$ cat config.mk
export PLATFORM = sky130hd
export DESIGN_NAME = parallel_port_dac_fifo_unit_flat
export DESIGN_NICKNAME = d
export VERILOG_FILES = /design/src/rtl/ppdac_pkg.sv /design/src/rtl/ppdac_in_if.sv /design/src/rtl/ppdac_out_if.sv /design/src/rtl/ppdac_fifo.sv /design/src/rtl/parallel_port_dac_fifo_unit.sv /design/src/flat_wrapper.sv
export SDC_FILE = /design/constraint.sdc
export NUM_CORES = 1
export LEC_CHECK = 0
export BUFFER_PORTS_ARGS = -buffer_cell sky130_fd_sc_hd__buf_4
export CORE_MARGIN = 4
export CORE_UTILIZATION = 35
export DETAILED_ROUTE_END_ITERATION = 16
export MAX_ROUTING_LAYER = met4
export SYNTH_ARGS = -nofsm -noshare
export SYNTH_HDL_FRONTEND = slang
export SYNTH_HIERARCHICAL = 1
export SYNTH_SLANG_ARGS = --single-unit
$ cat constraint.sdc
create_clock -name clk -period 3.64 [get_ports clk]
set_input_delay 0.364 -clock clk [delete_from_list [all_inputs] [get_ports clk]]
set_output_delay 0.364 -clock clk [all_outputs]
set_load 0.03 [all_outputs]
$ cat src/rtl/ppdac_pkg.sv
package ppdac_pkg;

    localparam int DATA_W         = 8;
    localparam int OPCODE_W       = 3;
    localparam int MONO_CNT_W     = 3;
    localparam int FIFO_DEPTH_DEF = 16;

    typedef logic [DATA_W-1:0]     byte_t;
    typedef logic [OPCODE_W-1:0]   opcode_t;
    typedef logic [MONO_CNT_W-1:0] mono_cnt_t;

    localparam opcode_t OP_DATA_WR = 3'd0;
    localparam opcode_t OP_CTRL_WR = 3'd1;
    localparam opcode_t OP_CTRL_RD = 3'd2;
    localparam opcode_t OP_STAT_RD = 3'd3;
    localparam opcode_t OP_TICK    = 3'd4;

    localparam byte_t IDLE_LEVEL  = 8'h80;
    localparam byte_t STATUS_BASE = 8'h03;
    localparam byte_t STATUS_FULL = 8'h40;

    localparam mono_cnt_t MONO_LIMIT = 3'd5;
    localparam mono_cnt_t MONO_HOLD  = 3'd4;

    // control byte bit positions
    localparam int CTRL_LEFT  = 0;
    localparam int CTRL_RIGHT = 1;
    localparam int CTRL_POWER = 2;
    localparam int CTRL_PUSH  = 3;

endpackage

$ cat src/rtl/ppdac_in_if.sv
interface ppdac_in_if;
    import ppdac_pkg::*;

    logic    valid;
    logic    ready;
    opcode_t opcode;
    byte_t   write_byte;

    modport source (output valid, output opcode, output write_byte, input ready);
    modport sink   (input valid, input opcode, input write_byte, output ready);
endinterface

$ cat src/rtl/ppdac_out_if.sv
interface ppdac_out_if;
    import ppdac_pkg::*;

    logic  valid;
    logic  ready;
    byte_t read_byte;
    logic  sample_valid;
    byte_t sample_out;
    byte_t left_level;
    byte_t right_level;
    logic  irq;

    modport source (
        output valid, output read_byte, output sample_valid, output sample_out,
        output left_level, output right_level, output irq, input ready
    );
    modport sink (
        input valid, input read_byte, input sample_valid, input sample_out,
        input left_level, input right_level, input irq, output ready
    );
endinterface

$ cat src/rtl/ppdac_fifo.sv
module ppdac_fifo #(
    parameter int DEPTH = ppdac_pkg::FIFO_DEPTH_DEF
) (
    input  logic                     clk,
    input  logic                     rst_n,
    input  logic                     push,
    input  logic [ppdac_pkg::DATA_W-1:0] push_data,
    input  logic                     pop,
    output logic                     empty,
    output logic                     full,
    output logic [ppdac_pkg::DATA_W-1:0] pop_data
);
    import ppdac_pkg::*;

    localparam int AW = (DEPTH > 1) ? $clog2(DEPTH) : 1;
    localparam int CW = $clog2(DEPTH + 1);
    localparam logic [AW-1:0] LAST_IDX = AW'(DEPTH - 1);

    byte_t         mem [DEPTH];
    byte_t         pop_data_reg;
    logic [AW-1:0] head_reg, head_next;
    logic [AW-1:0] tail_reg, tail_next;
    logic [CW-1:0] count_reg, count_next;
    logic          push_ok;
    logic          pop_ok;

    assign empty    = (count_reg == '0);
    assign full     = (count_reg == CW'(DEPTH));
    assign push_ok  = push && !full;
    assign pop_ok   = pop && !empty;
    assign pop_data = pop_data_reg;

    always_comb
    begin
        head_next  = head_reg;
        tail_next  = tail_reg;
        count_next = count_reg;
        if (push_ok)
        begin
            tail_next = (tail_reg == LAST_IDX) ? '0 : tail_reg + 1'b1;
        end
        if (pop_ok)
        begin
            head_next = (head_reg == LAST_IDX) ? '0 : head_reg + 1'b1;
        end
        if (push_ok && !pop_ok)
        begin
            count_next = count_reg + 1'b1;
        end
        else if (pop_ok && !push_ok)
        begin
            count_next = count_reg - 1'b1;
        end
    end

    always_ff @(posedge clk or negedge rst_n)
    begin
        if (!rst_n)
        begin
            head_reg  <= '0;
            tail_reg  <= '0;
            count_reg <= '0;
        end
        else
        begin
            head_reg  <= head_next;
            tail_reg  <= tail_next;
            count_reg <= count_next;
        end
    end

    // registered read port; holds while no pop so a stalled beat keeps its sample
    always_ff @(posedge clk)
    begin
        if (push_ok)
        begin
            mem[tail_reg] <= push_data;
        end
        if (pop_ok)
        begin
            pop_data_reg <= mem[head_reg];
        end
    end

endmodule

$ cat src/rtl/parallel_port_dac_fifo_unit.sv
// Channel  Dir  Role    Payload
// in_ch    in   sink    opcode[2:0], write_byte[7:0]
// out_ch   out  source  read_byte, sample_valid, sample_out, left_level, right_level, irq
//
// One beat per cycle; each input beat gives one output beat on the next cycle.
// All state updates but out_valid happen at the accepting edge; the sample FIFO read is
// registered in the same edge, so sample_out is valid with the output beat.
// in_ch.ready drops only while an output beat is held and out_ch.ready is low.
// Reset initialises all control state (levels to IDLE_LEVEL); FIFO contents are not cleared.
module parallel_port_dac_fifo_unit #(
    parameter int FIFO_DEPTH = ppdac_pkg::FIFO_DEPTH_DEF
) (
    input  logic        clk,
    input  logic        rst_n,
    ppdac_in_if.sink    in_ch,
    ppdac_out_if.source out_ch
);
    import ppdac_pkg::*;

    byte_t     data_latch_reg, data_latch_next;
    byte_t     last_control_reg, last_control_next;
    byte_t     left_reg, left_next;
    byte_t     right_reg, right_next;
    logic      mono_mode_reg, mono_mode_next;
    mono_cnt_t mono_count_reg, mono_count_next;
    logic      full_flag_reg, full_flag_next;
    logic      out_valid_reg, out_valid_next;
    byte_t     read_byte_reg, read_byte_next;
    logic      sample_valid_reg, sample_valid_next;

    logic      accept;
    byte_t     falling;
    mono_cnt_t mono_inc;
    logic      edge_hit;
    logic      push;
    logic      pop;
    logic      fifo_empty;
    logic      fifo_full;
    byte_t     pop_data;

    assign in_ch.ready = !out_valid_reg || out_ch.ready;
    assign accept      = in_ch.valid && in_ch.ready;
    assign falling     = last_control_reg & ~in_ch.write_byte;
    assign mono_inc    = mono_count_reg + 1'b1;

    always_comb
    begin
        data_latch_next   = data_latch_reg;
        last_control_next = last_control_reg;
        left_next         = left_reg;
        right_next        = right_reg;
        mono_mode_next    = mono_mode_reg;
        mono_count_next   = mono_count_reg;
        full_flag_next    = full_flag_reg;
        read_byte_next    = read_byte_reg;
        sample_valid_next = sample_valid_reg;
        out_valid_next    = out_valid_reg && !out_ch.ready;
        edge_hit          = 1'b0;
        push              = 1'b0;
        pop               = 1'b0;

        if (accept)
        begin
            out_valid_next    = 1'b1;
            read_byte_next    = '0;
            sample_valid_next = 1'b0;
            case (in_ch.opcode)
                OP_DATA_WR:
                begin
                    data_latch_next = in_ch.write_byte;
                    if (mono_mode_reg)
                    begin
                        left_next  = in_ch.write_byte;
                        right_next = in_ch.write_byte;
                    end
                    else if (mono_inc == MONO_LIMIT)
                    begin
                        mono_mode_next  = 1'b1;
                        mono_count_next = MONO_HOLD;
                    end
                    else
                    begin
                        mono_count_next = mono_inc;
                    end
                end
                OP_CTRL_WR:
                begin
                    // push is dropped by the FIFO when full; the edge still counts
                    if (in_ch.write_byte[CTRL_POWER] && falling[CTRL_PUSH])
                    begin
                        push     = 1'b1;
                        edge_hit = 1'b1;
                    end
                    if (falling[CTRL_LEFT])
                    begin
                        left_next = data_latch_reg;
                        edge_hit  = 1'b1;
                    end
                    if (falling[CTRL_RIGHT])
                    begin
                        right_next = data_latch_reg;
                        edge_hit   = 1'b1;
                    end
                    if (edge_hit)
                    begin
                        mono_mode_next  = 1'b0;
                        mono_count_next = '0;
                    end
                    last_control_next = in_ch.write_byte;
                end
                OP_CTRL_RD:
                begin
                    read_byte_next = last_control_reg;
                end
                OP_STAT_RD:
                begin
                    read_byte_next = STATUS_BASE
                                   | {~data_latch_reg[DATA_W-1], {(DATA_W-1){1'b0}}}
                                   | (full_flag_reg ? STATUS_FULL : '0);
                end
                OP_TICK:
                begin
                    full_flag_next = fifo_full;
                    if (last_control_reg[CTRL_POWER] && !fifo_empty)
                    begin
                        pop               = 1'b1;
                        sample_valid_next = 1'b1;
                    end
                end
                default:
                begin
                end
            endcase
        end
    end

    always_ff @(posedge clk or negedge rst_n)
    begin
        if (!rst_n)
        begin
            data_latch_reg   <= '0;
            last_control_reg <= '0;
            left_reg         <= IDLE_LEVEL;
            right_reg        <= IDLE_LEVEL;
            mono_mode_reg    <= 1'b0;
            mono_count_reg   <= '0;
            full_flag_reg    <= 1'b0;
            out_valid_reg    <= 1'b0;
            read_byte_reg    <= '0;
            sample_valid_reg <= 1'b0;
        end
        else
        begin
            data_latch_reg   <= data_latch_next;
            last_control_reg <= last_control_next;
            left_reg         <= left_next;
            right_reg        <= right_next;
            mono_mode_reg    <= mono_mode_next;
            mono_count_reg   <= mono_count_next;
            full_flag_reg    <= full_flag_next;
            out_valid_reg    <= out_valid_next;
            read_byte_reg    <= read_byte_next;
            sample_valid_reg <= sample_valid_next;
        end
    end

    ppdac_fifo #(
        .DEPTH (FIFO_DEPTH)
    ) u_fifo (
        .clk       (clk),
        .rst_n     (rst_n),
        .push      (push),
        .push_data (data_latch_reg),
        .pop       (pop),
        .empty     (fifo_empty),
        .full      (fifo_full),
        .pop_data  (pop_data)
    );

    // state other than out_valid only moves on an accepted beat, so the live levels belong to the held beat
    assign out_ch.valid        = out_valid_reg;
    assign out_ch.read_byte    = read_byte_reg;
    assign out_ch.sample_valid = sample_valid_reg;
    assign out_ch.sample_out   = sample_valid_reg ? pop_data : IDLE_LEVEL;
    assign out_ch.left_level   = left_reg;
    assign out_ch.right_level  = right_reg;
    assign out_ch.irq          = full_flag_reg;

endmodule

$ cat src/flat_wrapper.sv
// flat-port wrapper written by rule: the top's interface ports become plain ports
module parallel_port_dac_fifo_unit_flat import ppdac_pkg::*;
#(
    parameter int FIFO_DEPTH = ppdac_pkg::FIFO_DEPTH_DEF
)
  (clk, rst_n, in_ch_valid, in_ch_opcode, in_ch_write_byte, in_ch_ready, out_ch_valid, out_ch_read_byte, out_ch_sample_valid, out_ch_sample_out, out_ch_left_level, out_ch_right_level, out_ch_irq, out_ch_ready);
  ppdac_in_if in_ch_i ();
  ppdac_out_if out_ch_i ();
  input  logic clk;
  input  logic rst_n;
  input wire logic [$bits(in_ch_i.valid)-1:0] in_ch_valid;
  input wire logic [$bits(in_ch_i.opcode)-1:0] in_ch_opcode;
  input wire logic [$bits(in_ch_i.write_byte)-1:0] in_ch_write_byte;
  output wire logic [$bits(in_ch_i.ready)-1:0] in_ch_ready;
  output wire logic [$bits(out_ch_i.valid)-1:0] out_ch_valid;
  output wire logic [$bits(out_ch_i.read_byte)-1:0] out_ch_read_byte;
  output wire logic [$bits(out_ch_i.sample_valid)-1:0] out_ch_sample_valid;
  output wire logic [$bits(out_ch_i.sample_out)-1:0] out_ch_sample_out;
  output wire logic [$bits(out_ch_i.left_level)-1:0] out_ch_left_level;
  output wire logic [$bits(out_ch_i.right_level)-1:0] out_ch_right_level;
  output wire logic [$bits(out_ch_i.irq)-1:0] out_ch_irq;
  input wire logic [$bits(out_ch_i.ready)-1:0] out_ch_ready;
  assign in_ch_i.valid = in_ch_valid;
  assign in_ch_i.opcode = in_ch_opcode;
  assign in_ch_i.write_byte = in_ch_write_byte;
  assign in_ch_ready = in_ch_i.ready;
  assign out_ch_valid = out_ch_i.valid;
  assign out_ch_read_byte = out_ch_i.read_byte;
  assign out_ch_sample_valid = out_ch_i.sample_valid;
  assign out_ch_sample_out = out_ch_i.sample_out;
  assign out_ch_left_level = out_ch_i.left_level;
  assign out_ch_right_level = out_ch_i.right_level;
  assign out_ch_irq = out_ch_i.irq;
  assign out_ch_i.ready = out_ch_ready;
  parallel_port_dac_fifo_unit #(.FIFO_DEPTH(FIFO_DEPTH)) u_core (.clk(clk), .rst_n(rst_n), .in_ch(in_ch_i), .out_ch(out_ch_i));
endmodule
### After elaboration in Yosys (flattened, before gate mapping)

Memory sizes are Yosys's and may differ from the RTL's. A register that Yosys moved wholly into a read port is not among the register bits.
Index checks and enable logic that the tools add are counted.

| cells by class | value |
|---|---|
| add/sub/neg operators | 5 |
| equality and inequality tests | 13 |
| multiplexer cells | 33 |
| bitwise logic cells | 4 |
| reductions and logical operators | 26 |

Operators with widths:

| kind | count |
|---|---|
| $pmux 8 s2 | 3 |
| $mux 8 | 4 |
| $mux 1 | 16 |
| $reduce_and 4->1 | 3 |
| $mux 5 | 2 |
| $mux 3 | 3 |
| $add 4x1->4 const B | 2 |
| $eq 4x4->1 const B | 2 |
| $logic_and 1x1->1 | 8 |
| $mux 4 | 2 |
| $ne 2x1->1 const B | 4 |
| $or 8x8->8 | 1 |
| $mux 7 | 1 |
| $eq 3x2->1 const B | 2 |
| $eq 3x3->1 const B | 2 |
| $logic_not 1->1 | 6 |
| $pmux 3 s2 | 1 |
| $reduce_and 2->1 | 3 |
| $add 5x1->5 const B | 1 |
| $eq 5x5->1 const B | 1 |
| $logic_not 5->1 | 1 |
| $sub 5x1->5 const B | 1 |
| $and 4x4->4 | 1 |
| $not 4->4 | 1 |
| other kinds (9) | 10 |

| word-level totals | value |
|---|---|
| flip-flop bits (word level) | 60 |
| bits in writable memories | 128 |
| bits of input ports | 15 |
| output and inout port bits | 36 |
| word-level logic and storage cells | 95 |
| memories kept | 1 |

Memory list:

| memory | depth | width | read ports | clocked after memory_dff | wr ports | RTL line | source |
|---|---|---|---|---|---|---|---|
| u_core.u_fifo.mem | 16 | 8 | 1 | 1 | 1 | ppdac_fifo.sv:19 | `byte_t mem [DEPTH];` |

### Logic depth before layout (Yosys ltp)

Gate-level depths: netlist (run 1).

| depth | value |
|---|---|
| depth in word-level cells | 11 |
| mapped depth | 13 |
| mapped depth without buffers | 11 |

### Modules after synthesis

Netlist (run 1), hierarchy kept.

By module, submodules not included:

| module | instances | cells an instance | area an instance (µm²) | sequential area each (µm²) |
|---|---|---|---|---|
| ppdac_fifo | 1 | 352 | 6053.3 | 4409.2 |
| parallel_port_dac_fifo_unit | 1 | 177 | 2189.6 | 1178.6 |

### Worst setup path after synthesis (run 1)

No wires, ideal clock.

| path | value |
|---|---|
| kind | flip-flop to flip-flop |
| start point | reg u_core.out_valid_reg, in the netlist u_core/out_ch.valid |
| end point | reg u_core.u_fifo.count_reg[4] |
| setup time | 0.080 ns |
| data arrival time | 2.710 ns |
| required time | 3.560 ns |
| setup slack | 0.850 ns |
| stages on the path, launching flop included | 13 |
| buffers on the path | 1 |
| cells stage by stage | dfrtp_1 nand2b_1 buf_6 nand4_1 nor3b_1 o21ai_4 ha_1 inv_1 ha_1 a21o_1 a21oi_1 mux2i_1 xnor2_1 |

| between the ends | value |
|---|---|
| cells in the longest elaborated chain, start to end | 8 |
| elaborated cells on any way between the ends | 13 |
| classes of those cells | 3 x mux; 10 x reduce/logical |

RTL lines:

| item | RTL line | source |
|---|---|---|
| start: declaration | parallel_port_dac_fifo_unit.sv:27 | `logic out_valid_reg, out_valid_next;` |
| start signal: assignment | parallel_port_dac_fifo_unit.sv:161 | `out_valid_reg <= out_valid_next;` |
| $logic_not 1->1 * | parallel_port_dac_fifo_unit.sv:41 | `assign in_ch.ready = !out_valid_reg \|\| out_ch.ready;` |
| $logic_or 1x1->1 * | parallel_port_dac_fifo_unit.sv:41 |  |
| named net in_ch_ready | flat_wrapper.sv:14 | `output wire logic [$bits(in_ch_i.ready)-1:0] in_ch_ready;` |
| $logic_and 1x1->1 * | parallel_port_dac_fifo_unit.sv:42 | `assign accept = in_ch.valid && in_ch.ready;` |
| $mux 1 * | parallel_port_dac_fifo_unit.sv:62 | `if (accept)` |
| named net u_core.pop | parallel_port_dac_fifo_unit.sv:36 | `logic pop;` |
| $logic_and 1x1->1 * | ppdac_fifo.sv:30 | `assign pop_ok = pop && !empty;` |
| $logic_not 1->1 | ppdac_fifo.sv:46 | `if (push_ok && !pop_ok)` |
| $logic_and 1x1->1 | ppdac_fifo.sv:46 |  |
| $mux 5 or $reduce_bool 2->1 (tied branches) | n/a |  |
| end signal: assignment | ppdac_fifo.sv:68 | `count_reg <= count_next;` |
| end: declaration | ppdac_fifo.sv:23 | `logic [CW-1:0] count_reg, count_next;` |

Mark *: on every way through the listed nets, which the timed path passes. The rest lies on a longest branch.
A chain may end at the register's enable or synchronous reset.

### Worst setup path after layout (run 1)

| path | value |
|---|---|
| start point | reg u_core.out_valid_reg, in the netlist u_core/out_ch.valid |
| end point | reg u_core.u_fifo.count_reg[4] |

| between the ends | value |
|---|---|
| cells in the longest elaborated chain, start to end | 8 |
| elaborated cells on any way between the ends | 13 |
| classes of those cells | 3 x mux; 10 x reduce/logical |

RTL lines:

| item | RTL line | source |
|---|---|---|
| $logic_not 1->1 * | parallel_port_dac_fifo_unit.sv:41 |  |
| $logic_or 1x1->1 * | parallel_port_dac_fifo_unit.sv:41 |  |
| $logic_and 1x1->1 * | parallel_port_dac_fifo_unit.sv:42 |  |
| $mux 1 * | parallel_port_dac_fifo_unit.sv:62 |  |
| named net u_core.push | parallel_port_dac_fifo_unit.sv:35 | `logic push;` |
| $logic_and 1x1->1 * | ppdac_fifo.sv:29 | `assign push_ok = push && !full;` |
| $logic_not 1->1 | ppdac_fifo.sv:50 | `else if (pop_ok && !push_ok)` |
| $logic_and 1x1->1 | ppdac_fifo.sv:50 |  |
| $reduce_bool 2->1 (no line) | n/a |  |

Marked as above.

==> results of run 1 <==
power groups by stage:
stage	clock, mW	sequential, mW	combinational [mW]
6_report	1.76	3.00	1.13
5_1_grt	1.90	3.05	1.22
4_1_cts	1.81	3.01	1.14
3_5_place_dp	0	3.05	1.13
3_3_place_gp	0	3.03	1.10
2_1_floorplan	0	3.05	0.692
routing by layer:
layer | vias up | routed length, um | part of all wire [%]
met2 | 92 | 8660 | 49
met3 | 7 | 702 | 4.0
met4 | 0 | 61 | 0.35
met1 | 2368 | 8140 | 46
met5 | - | 0 | 0
li1 | 2103 | - | -
synthesized netlist by cell type (2+ instances only):
cell / instances / share of area [%]
a21o_1: 4 / 0.36
a21oi_1: 10 / 0.61
a221oi_1: 8 / 0.85
a22o_1: 5 / 0.53
a22oi_1: 9 / 0.82
and2_1: 8 / 0.61
buf_2: 5 / 0.30
buf_4: 7 / 0.64
buf_6: 3 / 0.41
clkbuf_1: 8 / 0.36
dfrtp_1: 58 / 18
dfstp_2: 2 / 0.64
edfxtp_1: 136 / 50
ha_1: 12 / 1.8
inv_1: 20 / 0.91
mux2_2: 19 / 2.6
mux2_4: 9 / 1.6
mux2i_1: 41 / 5.0
mux4_2: 16 / 4.4
nand2_1: 36 / 1.6
nand2b_1: 7 / 0.53
nand3_1: 3 / 0.18
nand3_2: 2 / 0.24
nor2_1: 18 / 0.82
nor2b_1: 3 / 0.23
nor3_1: 6 / 0.36
nor3b_1: 3 / 0.27
o21ai_0: 35 / 2.1
o31ai_1: 3 / 0.27
xnor2_1: 5 / 0.53
xor2_1: 2 / 0.21
critical path: stages, from the launching register on:
cell and delay [ps]:
dfrtp_1 380, nand2b_1 270, nand3_4 210, nor2_1 150, nor2b_2 430, ha_1 290, inv_1 130, ha_1 340
a21o_1 180, a21oi_1 170, mux2i_1 250, xnor2_1 150
area by class of cell:
class / instances / share of cell area, %
clock buffers: 23 / 5.08
clock inverters: 9 / 0.726
inverters: 21 / 0.831
multi-input cells: 287 / 25.6
flip-flops and latches: 196 / 58.9
well taps: 313 / 4.13
repair buffers: 58 / 4.72
through the flow:
| stage | cells | instance area [um2] | setup slack [ps] | total power [mW] |
|---|---|---|---|---|
| final | 907 | 9480 | 602 | 5.88 |
| after global routing | 907 | 9480 | 259 | 6.17 |
| after CTS | 907 | 9480 | 575 | 5.95 |
| after detailed placement | 875 | 8930 | 502 | 4.19 |
| after global placement | 875 | 8930 | 626 | 4.13 |
| after floorplan | 529 | 8240 | 850 | 3.75 |
cells in the final DEF, fill, tap and decap left out, types with 3 or more instances in the layout:
master | netlist | final
dfrtp_1 | 58 | 57
nor2_1 | 18 | 18
and2_1 | 8 | 8
mux2_4 | 9 | 9
mux2_2 | 19 | 19
o21ai_0 | 35 | 35
a221oi_1 | 8 | 8
buf_4 | 7 | 57
inv_1 | 20 | 20
nor2b_1 | 3 | 3
mux2i_1 | 41 | 41
nand2_1 | 36 | 36
a21oi_1 | 10 | 10
nand2b_1 | 7 | 7
ha_1 | 12 | 12
a22o_1 | 5 | 5
a22oi_1 | 9 | 9
nor3_1 | 6 | 6
mux4_2 | 16 | 16
nor3b_1 | 3 | 3
o31ai_1 | 3 | 3
inv_6 | 0 | 3
nand3_1 | 3 | 3
edfxtp_1 | 136 | 136
clkbuf_16 | 0 | 18
xnor2_1 | 5 | 5
a21o_1 | 4 | 4
logic make-up (layout without fill, tap and decap cells):
family | count (synthesis) | in the layout | share of synthesized area (%)
AOI/OAI and AO/OA | 81 | 81 | 6.47
xor gates and xnor gates | 7 | 7 | 0.744
adders and majority gates | 13 | 13 | 2.06
buffers and inverters | 46 | 111 | 2.78
DFF | 196 | 196 | 67.8
muxes | 85 | 85 | 13.6
and+or+nand+nor | 101 | 101 | 6.57
how the worst min path moves through the flow:
stage,start,endpoint,slack (ps),cells past startpoint
3_3_place_gp,u_core/out_ch.right_level[6],u_core/out_ch.right_level[6],470,2
3_5_place_dp,u_core/out_ch.read_byte[1],u_core/out_ch.read_byte[1],480,2
6_report,rst_n,u_core/mono_count_reg[0],10,1
4_1_cts,rst_n,u_core/mono_count_reg[0],30,1
5_1_grt,rst_n,u_core/mono_count_reg[0],60,1
2_1_floorplan,rst_n,u_core/data_latch_reg[0],70,0
==> summary.txt, run 1 <==
CTS
  • Hold-fix buffers, CTS: 0
  • H-tree Lvls: 4
  • CTS Buffer Depth: 2
  • Worst-skew pair later-pin latency: about 430 ps
  • Worst-path clk slew: 70 ps
  • CTS Sinks: 196
  • TritonCTS buffer count: 17
  • CTS tree: built
  • Post-CTS sizing: 0
  • Post-CTS Setup Repair Bufs: 0
  • Clock root cell: clkbuf_16

Power and ir drop
  • Logic pwr share: 19.1%
  • Pwr dens: between 600 and 700 nW/um2
  • Sequential Power Share: about 51%
  • Int Pwr: ~4.2 mW
  • Clk pwr share: between 20 and 30%
  • LEAKAGE: about 3.5 nW
  • Net Sw Power: about 1.7 mW
  • Switching share of power: around 30%
  • Peak VDD IR: around 0.00048 V

Critical path
  • Crit path max fanout: 11
  • WS Path Type: reg -> reg
  • Crit end category: register
  • Data required, critical path: 3990 ps
  • Worst-case reg-to-reg path depth: 11
  • Reg2Reg Launch Point: u_core/out_ch.valid
  • Startpoint class of the critical path: register
  • Crit path capture: u_core/u_fifo/count_reg[4]
  • Crit path launch: u_core/out_ch.valid
  • FF-to-FF End: u_core/u_fifo/count_reg[4]
  • CP arrival: roughly 3400 ps
  • Reg2reg setup slack: about 600 ps

Floorplan
  • Total I/O pin count: 51
  • Die Height: 161 um
  • Die X: approximately 160 um
  • Initial Util: ~36%
  • Total Die Area: roughly 26,000 um2
  • Rows: 55
  • Core Area: between 20,000 and 25,000 um2

Synth
  • Asr flop ratio synth: a little under a third
  • Synth unique cells: 57
  • Synthesized cell area: 8240 um2
  • Avg Cell Area, Syn: 15.6 um2
  • Syn. warnings: 6
  • Seq cells post-synth: approximately 200
  • Ys flop type: edfxtp_1
  • Number of synthesized flops with an enable pin: 136
  • Syn_nets: ~560
  • Post-synthesis sequential area ratio: about 68%
  • Syn Inst Count: roughly 530

Detailed routing
  • Via count: 4,570
  • Total wire length: ~18,000 um
  • Routed length per instance: between 15 and 20 um
  • # DRC: 0
  • Vias per cell: approximately 5.0
  • DR iter-0 viols: roughly 260
  • Remaining antenna violation count: 0
  • DR pass1 iterations: 5

Global route
  • All-Layer GR Usage: roughly 14%
  • Met1 usage: between 10% and 20%
  • First-pass GRT wire length: ~28,000 um
  • GRT Max-Usage Layer: met2
  • GR Util met2: between 20 and 25%
  • GR Util met3: 3.50%
  • Largest net degree at the start of global routing: between 60 and 70
  • Initial antenna violation count: 0
  • Residual overflow from global routing: 0
  • Number of global-route vias before repair: between 4k and 5k

Placement
  • Port bufs: 50
  • Gp weighted congestion: 0.840
  • Dpl hpwl: approximately 12,000 um

Timing
  • Post-route minimum period: roughly 3000 ps
  • Slew headroom: a little under two fifths
  • WHS: around 15 ps
  • Hold Violations, Final: 0
  • Worst slew pin tran: roughly 940 ps
  • Fin Setup TNS: 0 ps
  • Clock Skew: roughly 13 ps
  • FMAX: ~0.33 GHz
  • RSZ-0062 raised after global routing: no
  • Final Cycle Share: 83.5%
  • Max Slew Vio Count: 0
  • Final Setup Violations: 0

Layout
  • Max FFs per register: 128
  • Post-layout utilization of the core: about two fifths
  • Largest reg by FF count: u_core/u_fifo/mem
  • Fillers: 2,080
  • Area grow syn2layout: 15.1%
  • Layout cells sized above 1: between 20% and 30%
  • Register area: between 5000 and 6000 um2
  • Nets: slightly above 600
  • # diodes: 0
  • Area of the multi-input gates: between 2000 and 2500 um2

Flow run
  • Max-capacitance violation count: 0

Min path
  • Hold Path Class: in -> async

Outcome
  • Status: finished, final reports clean
(Power assumes the default switching activity.)
==> run 2: changes to the inputs <==
==> constraint.sdc (replaced) <==
create_clock -name clk -period 2.6 [get_ports clk]
set_input_delay 0.26 -clock clk [delete_from_list [all_inputs] [get_ports clk]]
set_output_delay 0.26 -clock clk [all_outputs]
set_load 0.03 [all_outputs]
==> summary.txt, run 2 (same netlist as run 1, synthesis figures left out) <==
Power and ir drop
  • LEAKAGE: approximately 3.7 nW
  • Pwr dens: between 800 and 900 nW/um2
  • Peak VDD IR: approximately 0.00058 V
  • Switching share of power: 28.9%
  • Net Sw Power: roughly 2.5 mW
  • Power Total: between 8 and 9 mW
  • Clk pwr share: between 30% and 40%
  • Sequential Power Share: 48.5%
  • Logic pwr share: approximately a fifth
  • Int Pwr: 6.08 mW

Floorplan
  • Core Area: 22,900 um2
  • Die Height: 161 um
  • Die X: 161 um
  • Initial Util: 36.0%
  • Total I/O pin count: 51
  • Rows: 55
  • Total Die Area: about 26,000 um2

Flow run
  • Max-capacitance violation count: 0

Detailed routing
  • Via count: 4,567
  • Vias per cell: between 4 and 5
  • DR iter-0 viols: roughly 340
  • # DRC: 0
  • Total wire length: around 18,000 um
  • Remaining antenna violation count: 0
  • Routed length per instance: 18.8 um
  • DR pass1 iterations: 4

Layout
  • Post-layout utilization of the core: a little over two fifths
  • Area grow syn2layout: 18.8%
  • Register area: roughly 5600 um2
  • Nets: ~640
  • Final non-filler cell total: between 900 and 1k
  • Area of the multi-input gates: roughly 2500 um2
  • Layout cells sized above 1: between 20% and 30%
  • Max FFs per register: approximately 130
  • Most frequent cells in the layout: 136 x edfxtp_1, 83 x buf_4, 56 x dfrtp_1
  • Commonest non-fill, non-tap cell in the layout: edfxtp_1
  • Fillers: 2,045
  • # diodes: 0
  • Largest reg by FF count: u_core/u_fifo/mem

Critical path
  • WS Path Type: reg -> reg
  • Worst-case reg-to-reg path depth: 12
  • CP arrival: 2910 ps
  • Crit path launch: u_core/u_fifo/count_reg[1]
  • Reg2Reg Launch Point: u_core/u_fifo/count_reg[1]
  • Crit end category: register
  • Crit path max fanout: 3
  • Data required, critical path: 2940 ps
  • Startpoint class of the critical path: register

Global route
  • Residual overflow from global routing: 0
  • All-Layer GR Usage: around 14%
  • Largest net degree at the start of global routing: a little over 60
  • First-pass GRT wire length: about 28,000 um
  • Initial antenna violation count: 0
  • Number of global-route vias before repair: 4,769

Timing
  • Final Cycle Share: 98.9%
  • Slew headroom: a little under half
  • Final Setup Violations: 0
  • Post-route minimum period: around 2600 ps
  • Fin Setup TNS: 0 ps
  • FMAX: 0.389 GHz
  • WHS: between 90 and 100 ps
  • Max Slew Vio Count: 0
  • RSZ-0062 raised after global routing: yes
  • Hold Violations, Final: 0
  • Worst slew pin tran: ~800 ps
  • Clock Skew: 9.98 ps

Placement
  • Gp weighted congestion: just over 0.8
  • Dpl hpwl: 11,700 um
  • Port bufs: 50
  • Post-Place Cells: ~900

Min path
  • Worst Hold Depth: 2
  • Min-delay src: in_ch_write_byte[3]
  • Hold Path Class: in -> reg

CTS
  • H-tree Lvls: 4
  • Worst-path clk slew: approximately 70 ps
  • Clock root cell: clkbuf_16
  • CTS Buffer Depth: 2
  • CTS tree: built
  • TritonCTS buffer count: 17
  • Worst-skew pair later-pin latency: ~420 ps
  • CTS Sinks: about 200

Outcome
  • Status: finished, final reports clean
## run 2: area by class of cell
class	instances	share of cell area (%)
well taps	313	4.00
repair buffers	85	6.67
multi-input cells	287	25.2
clock buffers	17	4.34
clock inverters	15	1.85
flip-flops and latches	196	57.1
inverters	21	0.843
## run 2: critical path, stage by stage (launching register included)
cell and delay [ps]:
dfrtp_1 380, or4_4 600, nor2_4 110, nor3b_2 70, o21ai_4 80, ha_4 170
buf_4 120, fa_2 220, inv_1 60, a21o_1 160, a21oi_2 160, mux2i_1 230
xnor2_1 130
## run 2: final timing paths
path / endpoint / slack [ps]
worst min-delay path: u_core/last_control_reg[3] / 100
min in group asynchronous: u_core/out_ch.right_level[5] / 460
worst min register to register: u_core/out_ch.read_byte[6] / 490
worst max-delay path: u_core/u_fifo/count_reg[4] / 30
worst max register to register: u_core/u_fifo/count_reg[4] / 30
max in group asynchronous: u_core/u_fifo/head_reg[0] / 1570
## run 2: power groups by stage
stage                     registers, mW  logic [mW]  clock network (mW)
final                              4.15        1.74                2.66
after CTS                          4.15        1.72                2.72
after detailed placement           4.20        1.70                   0
after global placement             4.18        1.65                   0
after global routing               4.20        1.89                2.88
after floorplan                    4.28       0.973                   0
## run 2: per-layer routing
metal | share of wire [%] | track usage [%] | up-vias
met5 | 0 | - | -
met4 | 0.46 | 3.02 | 0
met3 | 4.5 | 3.11 | 4
met2 | 50 | 22.7 | 104
met1 | 45 | 18.9 | 2320
li1 | - | - | 2139
## run 2: per-stage QoR
stage,setup WS (ps),instance area (um2)
after CTS,6.37,9750
after floorplan,19.9,8260
after detailed placement,-42.4,9130
after global routing,-75.5,9790
after global placement,37.2,9130
final,29.6,9790
## run 2: repair_timing
item / in CTS / in global routing
resized for setup: 2 / 4
setup endpoints to repair: 1 / 1
setup buffers: 0 / 3
endpoints found under the hold margin: 58 / 0
pin swaps: 2 / 4
hold buffers: 1 / 0
==> run 3: changes to the inputs <==
--- a/config.mk
+++ b/config.mk
@@ -10,6 +10,7 @@
 export CORE_UTILIZATION = 35
 export DETAILED_ROUTE_END_ITERATION = 16
 export MAX_ROUTING_LAYER = met4
+export REMOVE_ABC_BUFFERS = 1
 export SYNTH_ARGS = -nofsm -noshare
 export SYNTH_HDL_FRONTEND = slang
 export SYNTH_HIERARCHICAL = 1
==> summary.txt, run 3 (same netlist as run 1, synthesis figures left out) <==
Floorplan
  • Total Die Area: 26,100 um2
  • Rows: 55
  • Total I/O pin count: 51
  • Die Height: 161 um
  • Initial Util: a little over a third
  • Core Area: approximately 23,000 um2
  • Die X: ~160 um

Timing
  • Hold Violations, Final: 0
  • Final Setup Violations: 0
  • Worst slew pin tran: roughly 850 ps
  • Final Cycle Share: between 90% and 100%
  • Clock Skew: approximately 7.8 ps
  • RSZ-0062 raised after global routing: yes
  • FMAX: a little under 0.4 GHz
  • Fin Setup TNS: 0 ps
  • Max Slew Vio Count: 0
  • Slew headroom: roughly 43%
  • Fin worst setup slack: 72.6 ps
  • Post-route minimum period: around 2500 ps

Global route
  • Largest net degree at the start of global routing: 61
  • GRT Max-Usage Layer: met2
  • GR Util met3: under 10%
  • Number of global-route vias before repair: between 4k and 5k
  • All-Layer GR Usage: 14.4%
  • Met1 usage: 18.7%
  • First-pass GRT wire length: 28,100 um
  • GR Util met2: 23.2%
  • Initial antenna violation count: 0
  • Residual overflow from global routing: 0

Layout
  • Most frequent cells in the layout: 136 x edfxtp_1, 74 x buf_4, 57 x dfrtp_1
  • # diodes: 0
  • Nets: ~630
  • Layout cells sized above 1: between 20% and 30%
  • Commonest non-fill, non-tap cell in the layout: edfxtp_1
  • Design area: just under 10,000 um2
  • Max FFs per register: between 100 and 150
  • Largest reg by FF count: u_core/u_fifo/mem
  • Area grow syn2layout: 18.1%

CTS
  • Worst-path clk slew: ~70 ps
  • H-tree Lvls: 4
  • CTS Buffer Depth: 2
  • CTS Sinks: just under 200
  • Worst-skew pair later-pin latency: 430 ps
  • TritonCTS buffer count: 17
  • Clock root cell: clkbuf_16
  • CTS tree: built

Placement
  • Placed instance area: roughly 9000 um2
  • Gp weighted congestion: 0.854
  • Dpl hpwl: 12,100 um
  • Port bufs: 50
  • Pre-CTS WS: -76.9 ps

Min path
  • Worst Hold Depth: 2
  • Hold Path Class: in -> reg

Power and ir drop
  • Pwr dens: between 800 and 900 nW/um2
  • LEAKAGE: between 3 and 4 nW
  • Peak VDD IR: 0.000529 V
  • Power Total: about 8.5 mW

Critical path
  • Startpoint class of the critical path: register
  • Worst-case reg-to-reg path depth: 12
  • WS Path Type: reg -> reg
  • Data required, critical path: slightly below 3000 ps
  • CP arrival: 2890 ps
  • Crit end category: register
  • Crit path max fanout: 3

Detailed routing
  • DR pass1 iterations: 4
  • DR iter-0 viols: a little under 300
  • Via count: between 4k and 5k
  • Vias per cell: 4.99
  • Remaining antenna violation count: 0
  • Total wire length: about 17,000 um
  • Routed length per instance: 18.8 um
  • # DRC: 0

Outcome
  • Status: finished, final reports clean

Flow run
  • Max-capacitance violation count: 0
run 3: cell types whose count changed in the layout (fill, tap and decap cells not counted), sizes merged:
cell      previous run  this run
bufinv               3         2
clkinv               6         8
clkinvlp             4         3
buf                 84        77
run 3: final timing paths:
path,startpoint,endpoint,slack (ps)
min,in_ch_write_byte[7],u_core/data_latch_reg[7],90
max in group asynchronous,rst_n,u_core/u_fifo/head_reg[0],1590
min reg2reg,u_core/out_ch.read_byte[0],u_core/out_ch.read_byte[0],490
max reg2reg,u_core/u_fifo/count_reg[1],u_core/u_fifo/count_reg[4],70
max,u_core/u_fifo/count_reg[1],u_core/u_fifo/count_reg[4],70
min in group asynchronous,rst_n,u_core/out_ch.right_level[4],460
run 3: critical path, stage by stage, from the launching register on:
cell     delay [ps]
dfrtp_1         380
or4_4           600
nor2_4          150
nor3b_4          60
o21ai_4          80
ha_4            170
buf_6            90
fa_2            200
inv_2            40
a21o_1          200
a21oi_2         130
mux2i_1         220
xnor2_1         130
run 3: metrics by stage:
stage | instances | hold slack, ps | util [%]
after floorplan | 504 | -35.6 | -
final | 927 | 85.1 | 42.5
after global routing | 927 | 64.9 | 42.5
after CTS | 924 | 70.5 | 42.1
after global placement | 890 | 393 | 39.5
after detailed placement | 890 | 403 | 39.5
run 3: repair_timing:
action                     in CTS  in global routing
pin swaps                       2                  8
setup endpoints to repair       1                  2
hold buffers                    1                  0
setup buffers                   1                  3
hold endpoints to repair       58                  0
gates resized for setup         6                 10
run 3: cell type report:
cell class | count | area, um2
fill | 2059 | 13200
clock buffer | 17 | 425
timing repair buffer | 78 | 608
sequential | 196 | 5590
inverter | 21 | 78.8
multi-input combinational | 287 | 2500
tap | 313 | 392
clock inverter | 15 | 138
run 3: routing by layer:
| layer | vias up | wire length [um] |
|---|---|---|
| li1 | 2136 | - |
| met1 | 2378 | 7740 |
| met2 | 94 | 8720 |
| met3 | 18 | 808 |
| met4 | 0 | 195 |
| met5 | - | 0 |
run 3: power breakdown:
| group | internal (mW) | total [mW] | switching [mW] | leakage (nW) |
|---|---|---|---|---|
| Sequential | 3.75 | 4.15 | 0.394 | 1.98 |
| Clock | 1.40 | 2.53 | 1.12 | 0.272 |
| Combinational | 0.866 | 1.83 | 0.960 | 1.39 |
| Total | 6.02 | 8.50 | 2.48 | 3.63 |
